===== src/rtl/tmcw_pkg.sv =====
// Shared types and constants for the text mode console writer.
// Holds request/result payload structs, function codes and plan flags.
// No dependencies.
`timescale 1ns / 1ps
`default_nettype none

package tmcw_pkg;

  localparam int unsigned COLUMNS_DEF = 80;
  localparam int unsigned ROWS_DEF    = 25;

  localparam int unsigned FUNC_W    = 2;
  localparam int unsigned COL_FLD_W = 7;
  localparam int unsigned ROW_FLD_W = 5;
  localparam int unsigned BYTE_W    = 8;
  localparam int unsigned CELL_W    = 2 * BYTE_W;

  localparam logic [BYTE_W-1:0] BLANK_CHAR = 8'h20;

  typedef enum logic [FUNC_W-1:0] {
    FUNC_PRINT  = 2'd0,
    FUNC_WRITE  = 2'd1,
    FUNC_CURSOR = 2'd2,
    FUNC_READ   = 2'd3
  } func_e;

  typedef struct packed {
    logic [FUNC_W-1:0]    func;
    logic [COL_FLD_W-1:0] column;
    logic [ROW_FLD_W-1:0] row;
    logic [BYTE_W-1:0]    char_code;
    logic [BYTE_W-1:0]    attribute;
    logic                 last_char;
  } in_item_t;

  typedef struct packed {
    logic [COL_FLD_W-1:0] cursor_col;
    logic [ROW_FLD_W-1:0] cursor_row;
    logic [BYTE_W-1:0]    cell_char;
    logic [BYTE_W-1:0]    cell_attr;
    logic                 done_res;
  } out_item_t;

  typedef struct packed {
    logic wr_en;
    logic rd_en;
    logic scroll;
    logic done;
  } plan_t;

endpackage

`default_nettype wire


===== src/rtl/tmcw_plan.sv =====
// Request decoder: cell address, write data, next cursor and access flags.
// Depends on tmcw_pkg.
`timescale 1ns / 1ps
`default_nettype none

module tmcw_plan #(
  parameter int unsigned COLUMNS = tmcw_pkg::COLUMNS_DEF,
  parameter int unsigned ROWS    = tmcw_pkg::ROWS_DEF
) (
  input  tmcw_pkg::in_item_t                    item_i,
  input  logic [$clog2(COLUMNS+1)-1:0]          cur_col_i,
  input  logic [$clog2(ROWS)-1:0]               cur_row_i,
  output tmcw_pkg::plan_t                       plan_o,
  output logic [$clog2(COLUMNS*ROWS)-1:0]       addr_o,
  output logic [tmcw_pkg::CELL_W-1:0]           wr_data_o,
  output logic [$clog2(COLUMNS+1)-1:0]          nxt_col_o,
  output logic [$clog2(ROWS)-1:0]               nxt_row_o
);
  import tmcw_pkg::*;

  localparam int unsigned CCOL_W = $clog2(COLUMNS + 1);
  localparam int unsigned CROW_W = $clog2(ROWS);
  localparam int unsigned IDX_W  = $clog2(COLUMNS * ROWS);

  logic              wrap;
  logic              last_row;
  logic              on_screen;
  logic [CCOL_W-1:0] pcol;
  logic [CROW_W-1:0] prow;
  logic [IDX_W-1:0]  sel_col;
  logic [IDX_W-1:0]  sel_row;

  assign wrap      = (cur_col_i == CCOL_W'(COLUMNS));
  assign last_row  = (cur_row_i == CROW_W'(ROWS - 1));
  assign on_screen = (item_i.column < COLUMNS) && (item_i.row < ROWS);
  assign pcol      = wrap ? '0 : cur_col_i;
  assign prow      = (wrap && !last_row) ? cur_row_i + CROW_W'(1) : cur_row_i;
  assign wr_data_o = {item_i.attribute, item_i.char_code};

  always_comb begin
    if (func_e'(item_i.func) == FUNC_PRINT) begin
      sel_col = IDX_W'(pcol);
      sel_row = IDX_W'(prow);
    end else begin
      sel_col = IDX_W'(item_i.column);
      sel_row = IDX_W'(item_i.row);
    end
  end

  assign addr_o = sel_row * IDX_W'(COLUMNS) + sel_col;

  always_comb begin
    plan_o    = '0;
    nxt_col_o = cur_col_i;
    nxt_row_o = cur_row_i;
    unique case (func_e'(item_i.func))
      FUNC_PRINT: begin
        plan_o.wr_en  = 1'b1;
        plan_o.scroll = wrap && last_row;
        plan_o.done   = item_i.last_char;
        nxt_col_o     = pcol + CCOL_W'(1);
        nxt_row_o     = prow;
      end
      FUNC_WRITE: begin
        plan_o.wr_en = on_screen;
        plan_o.done  = 1'b1;
      end
      FUNC_CURSOR: begin
        plan_o.done = 1'b1;
        nxt_col_o   = (item_i.column < COLUMNS) ? CCOL_W'(item_i.column)
                                                : CCOL_W'(COLUMNS - 1);
        nxt_row_o   = (item_i.row < ROWS) ? CROW_W'(item_i.row) : CROW_W'(ROWS - 1);
      end
      FUNC_READ: begin
        plan_o.rd_en = on_screen;
        plan_o.done  = 1'b1;
      end
    endcase
  end

endmodule

`default_nettype wire


===== config.mk =====
export PLATFORM = sky130hd
export DESIGN_NAME = tmcw_plan
export DESIGN_NICKNAME = d
export VERILOG_FILES = /design/src/rtl/tmcw_pkg.sv /design/src/rtl/tmcw_plan.sv
export SDC_FILE = /design/constraint.sdc
export NUM_CORES = 1
export LEC_CHECK = 0
export BUFFER_PORTS_ARGS = -buffer_cell sky130_fd_sc_hd__buf_2
export CAP_MARGIN = 15
export CORE_UTILIZATION = 40
export DETAILED_ROUTE_END_ITERATION = 7
export PLACE_DENSITY = 0.81
export SYNTH_ARGS = -nofsm -noshare
export SYNTH_HDL_FRONTEND = slang
export SYNTH_SLANG_ARGS = --single-unit
export TNS_END_PERCENT = 20

===== constraint.sdc =====
create_clock -name vclk -period 3.6
set_clock_uncertainty 0.15 [all_clocks]
set_input_delay 0.36 -clock vclk [all_inputs]
set_output_delay 0.36 -clock vclk [all_outputs]
set_load 0.005 [all_outputs]

# Yosys cells after proc, flatten, opt, wreduce, memory -nomap -nowiden
# Cells that the tools add are included.
# W data, S select, Z words.
totals:
  regBits: 0
  inputBits: 43
  output_inout_bits: 43
  word_cells: 29
op_classes:
  n_addsub: 3
  n_mul: 1
  order_cmp: 2
  eq_ne: 5
  n_mux: 12
  n_reduce_logical: 6
ops:
  columns: ["cell", "n"]
  rows:
  - ["$mux W7", 3]
  - ["$mux W5", 3]
  - ["$pmux W7 S2", 1]
  - ["$add A11 B11 Y11", 1]
  - ["$mul A11 B3 Y7 const B", 1]
  - ["$pmux W5 S2", 1]
  - ["$add A7 B1 Y7 const B", 1]
  - ["$eq A7 B7 Y1 const B", 1]
  - ["$lt A7 B7 Y1 const B", 1]
  - ["$add A5 B1 Y5 const B", 1]
  - ["$eq A5 B5 Y1 const B", 1]
  - ["$lt A5 B5 Y1 const B", 1]
  - ["$eq A2 B2 Y1 const B", 2]
  - ["$pmux W1 S2", 2]
  - ["$logic_and A1 B1 Y1", 3]
  - ["$reduce_or A3 Y1", 1]
  - ["$eq A2 B1 Y1 const B", 1]
  - ["$logic_not A2 Y1", 1]
  - ["$mux W1", 2]
  - ["$logic_not A1 Y1", 1]

# Depth between registers and ports, before layout
depth:
  depth_word: 7
  mapped_depth: 15
  ltp_nobuf: 15

# Least setup slack after synthesis
# No wires, ideal clock.
synth_path:
  path_kind: "input-to-output"
  startpoint: "input cur_col_i[1]"
  endpoint: "output addr_o[10]"
  arrival_time_ns: 3.398
  required_time_ns: 3.090
  slack_ns: -0.308
  cell_stages: 15
  path_buffers: 1
  path_cell_list: "inv_1 -> ha_1 -> nand4b_4 -> or4b_4 -> buf_6 -> mux2i_1 -> o21ai_1 -> ha_1 -> ha_1 -> fa_1 -> nand2_1 -> nor3_1 -> mux2i_1 -> o211ai_1 -> xor2_1"
synth_via:
  elab_chain_cells: 6
  word_cells_on_any_way: 8
  cone_classes: "add/sub (1); mul (1); eq/ne (1); mux (4); reduce/logical (1)"
synth_lines:
  columns: ["element", "line_no", "rtl"]
  rows:
  - ["start: declaration", "tmcw_plan.sv:11", "input logic [$clog2(COLUMNS+1)-1:0] cur_col_i,"]
  - ["$eq A7 B7 Y1", "tmcw_plan.sv:33", "assign wrap = (cur_col_i == CCOL_W'(COLUMNS));"]
  - ["$logic_and A1 B1 Y1", "tmcw_plan.sv:37", "assign prow = (wrap && !last_row) ? cur_row_i + CROW_W'(1) : cur_row_i;"]
  - ["$mux W5", "tmcw_plan.sv:37", null]
  - ["$mux W5", "tmcw_plan.sv:41", "if (func_e'(item_i.func) == FUNC_PRINT) begin"]
  - ["$mul A11 B3 Y7", "tmcw_plan.sv:50", "assign addr_o = sel_row * IDX_W'(COLUMNS) + sel_col;"]
  - ["$add A11 B11 Y11 *", "tmcw_plan.sv:50", null]
  - ["end: declaration", "tmcw_plan.sv:14", "output logic [$clog2(COLUMNS*ROWS)-1:0] addr_o,"]
# Every way passes the cells marked *; elsewhere a longest branch is shown, timed or not.

# Final worst setup path
# Ends and elaborated chain as after synthesis.

==> impl_metrics.toml <==
[layout]
areaGrowthSynthToFinish_pct = 40.1
seq_cells = 0
multi_input_area_um2 = 1110
nNetsFinal = 307
antenna-diode-count = 0
regArea_um2 = 0
clkbuf_count = 0
fill_cells = 291
drive_above_1_share_pct = 47.8
final_core_util_pct = 61.3
stdcell_count = 278

[critical_path]
worstPathRequired_ps = 3090
max_stage_delay_ps = 560
endpoint = "addr_o[10]"
worst_ep_arrival_time_ps = 3400
crit_path_end_kind = "output port"
worst_setup_path_start_kind = "input port"
worstPathMaxFanout = 3
path_class = "in2out"
crit_path_start = "cur_col_i[1]"
crit_chain = "buf_8 > inv_12 > ha_4 > nand4b_4 > or4b_4 > mux2i_2 > o21ai_2 > ha_1 > ha_2 > fa_1 > nand2_2 > nor4_2 > o21ai_1 > o211ai_1 > xor2_1 > buf_2"
cp_slowest_cell = "or4b_4"

[logic_synthesis]
yosys_warnings = 0
synthTopCellsByCount = "nand2_1 (27), o21ai_0 (19), nor2_1 (17), buf_4 (16), ha_1 (13)"
yosysSeqAreaShare_pct = 0
synthesis.area_um2 = 1250
synth_top_area_cell = "ha_1"
synth_top_area_share_pct = 13.0
syn_inst = 183
ys_top_cells_by_area = "ha_1 (13%), buf_4 (9.6%), nand2_1 (8.1%)"
ys_types = 50
avgSynthCellArea_um2 = 6.82
synth_nets = 241
synth.most_common_cell = "nand2_1"

[pwr]
cellLeakagePower_nw = 0.848
pwr-share-seq_pct = 0
vdd_ir_drop_max_mv = 0.0620
p_sw_share_pct = 48.6
power_frac_comb_pct = 100.0
p_per_area_nw_per_um2 = 166
power.switching_mw = 0.141
p_clk_share_pct = 0
internal-power_mw = 0.149

[detailed_routing]
num_vias = 1523
drt-total-wl_mm = 3.46
wl_per_cell_um = 12.4
postRouteAntennaNets = 0
first_pass_iters = 6
drc = 5
drtIter0Drc = 52
viasPerCell = 5.48

[sta]
rsz0062_at_grt = "true"
hold_slack_ps = 570
tns_ps = -498
fin_crit_sh_pct = 109
worst_pin_slew_ps = 698
fin_ws_ps = -309
slew_violations = 0
hold_viol_final = 0
setup_viol = 2
final.min_clock_period_ps = 3910
fmax_mhz = 256
relSlewSlack_pct = 53.0

[floorplan]
core_area_um2 = 2850
row_count = 19
die_area_um2 = 3350
chipWidth_um = 57.8
io_pins = 86
dieHeight_um = 57.8
start_util_pct = 43.7

[grt]
grt_overflow = 0
grt_first_pass_wirelength_mm = 5.90
grt_max_degree = 29
grt_antenna_before_repair = 0
grt_pass1_vias = 1403
grt_usage_pct = 21.3

[place]
dpl.hpwl_mm = 2.86
place.gp.congestion = 0.865
dp.cells = 275
pre_cts_slack_ps = -502
io_buffers = 54

[clock_network]
cts_hold_buf = 0

[run_status]
status = "finished with violations"
failed_checks = "DRC, setup timing"

[hold_path]
hold_path.class = "in2out"

[flow_run]
cap_violations = 0
[stage by stage]
| step | instance area [µm²] | total power [mW] |
|---|---|---|
| global placement | 1680 | 0.263 |
| CTS | 1740 | 0.288 |
| finish | 1750 | 0.290 |
| detailed placement | 1680 | 0.269 |
| floorplan | 1290 | 0.163 |
| global route | 1750 | 0.322 |
[final cells by class]
class                      instances  area share, %
inverter                           6           2.15
multi-input combinational        150           63.3
tap                               31           2.22
timing repair buffer              91           32.3
[placed cells by master (no fill, tap or decap), types with 2 or more instances in the layout]
master    Yosys  layout
buf_2         3      52
buf_4        16      37
nand2_1      27      26
nor2_1       17      16
o21ai_0      19      16
ha_1         13       9
xnor2_1       7       7
a22oi_1       5       5
o21ai_2       3       4
a21oi_1       5       4
inv_1         6       3
nand3_1       3       3
xor2_1        3       3
o21ai_1       1       3
nand2b_1      3       3
nand3b_1      3       3
ha_2          0       3
nor3_4        2       2
o22ai_1       2       2
mux2i_1       3       2
o211ai_1      2       2
a21oi_2       1       2
nor3_1        3       2
a31oi_1       2       2
a32oi_1       2       2
[power groups by stage]
stage | Sequential, mW | Combinational, mW | Clock, mW
finish | 0 | 0.290 | 0
global route | 0 | 0.322 | 0
floorplan | 0 | 0.163 | 0
global placement | 0 | 0.263 | 0
CTS | 0 | 0.288 | 0
detailed placement | 0 | 0.269 | 0
[per-layer routing]
layer  track usage [%]  vias to the layer above  routed length (µm)
met1              26.9                      695                1490
met5                 0                        -                   0
met4              2.72                        0                  23
li1                  -                      769                   -
met3              1.34                        2                 162
met2              40.4                       57                1780
[kinds of logic after synthesis]
kind of cell	synth area share (%)
AND/OR/NAND/NOR	30.7
AO/OA/AOI/OAI	28.0
buffers and inverters	15.6
adder cells (fa/ha/maj)	16.2
XOR/XNOR	7.02
multiplexers	2.41
[critical path, delay by kind of cell]
family	cells	cell delay, ps
muxes	1	240
buffers and inverters	3	270
xor gates and xnor gates	1	150
and+or+nand+nor	4	960
AOI/OAI and AO/OA	3	290
adders and majority gates	4	1110
[what timing repair did]
item                                    4_1_cts  5_1_grt
buffers inserted                              3        0
pin swaps                                    10        0
endpoints found under the setup margin        3        4
resized for setup                            12        3
[how the worst min path moves through the flow]
stage,start,endpoint,slack [ps],cells past startpoint
after global routing,item_i[14],wr_data_o[5],570,0
final,item_i[14],wr_data_o[5],570,0
after floorplan,item_i[9],wr_data_o[0],650,1
after detailed placement,item_i[9],wr_data_o[0],570,0
after CTS,item_i[9],wr_data_o[0],570,0
after global placement,item_i[9],wr_data_o[0],570,0
No activity file was read; power rests on OpenSTA's default activity.
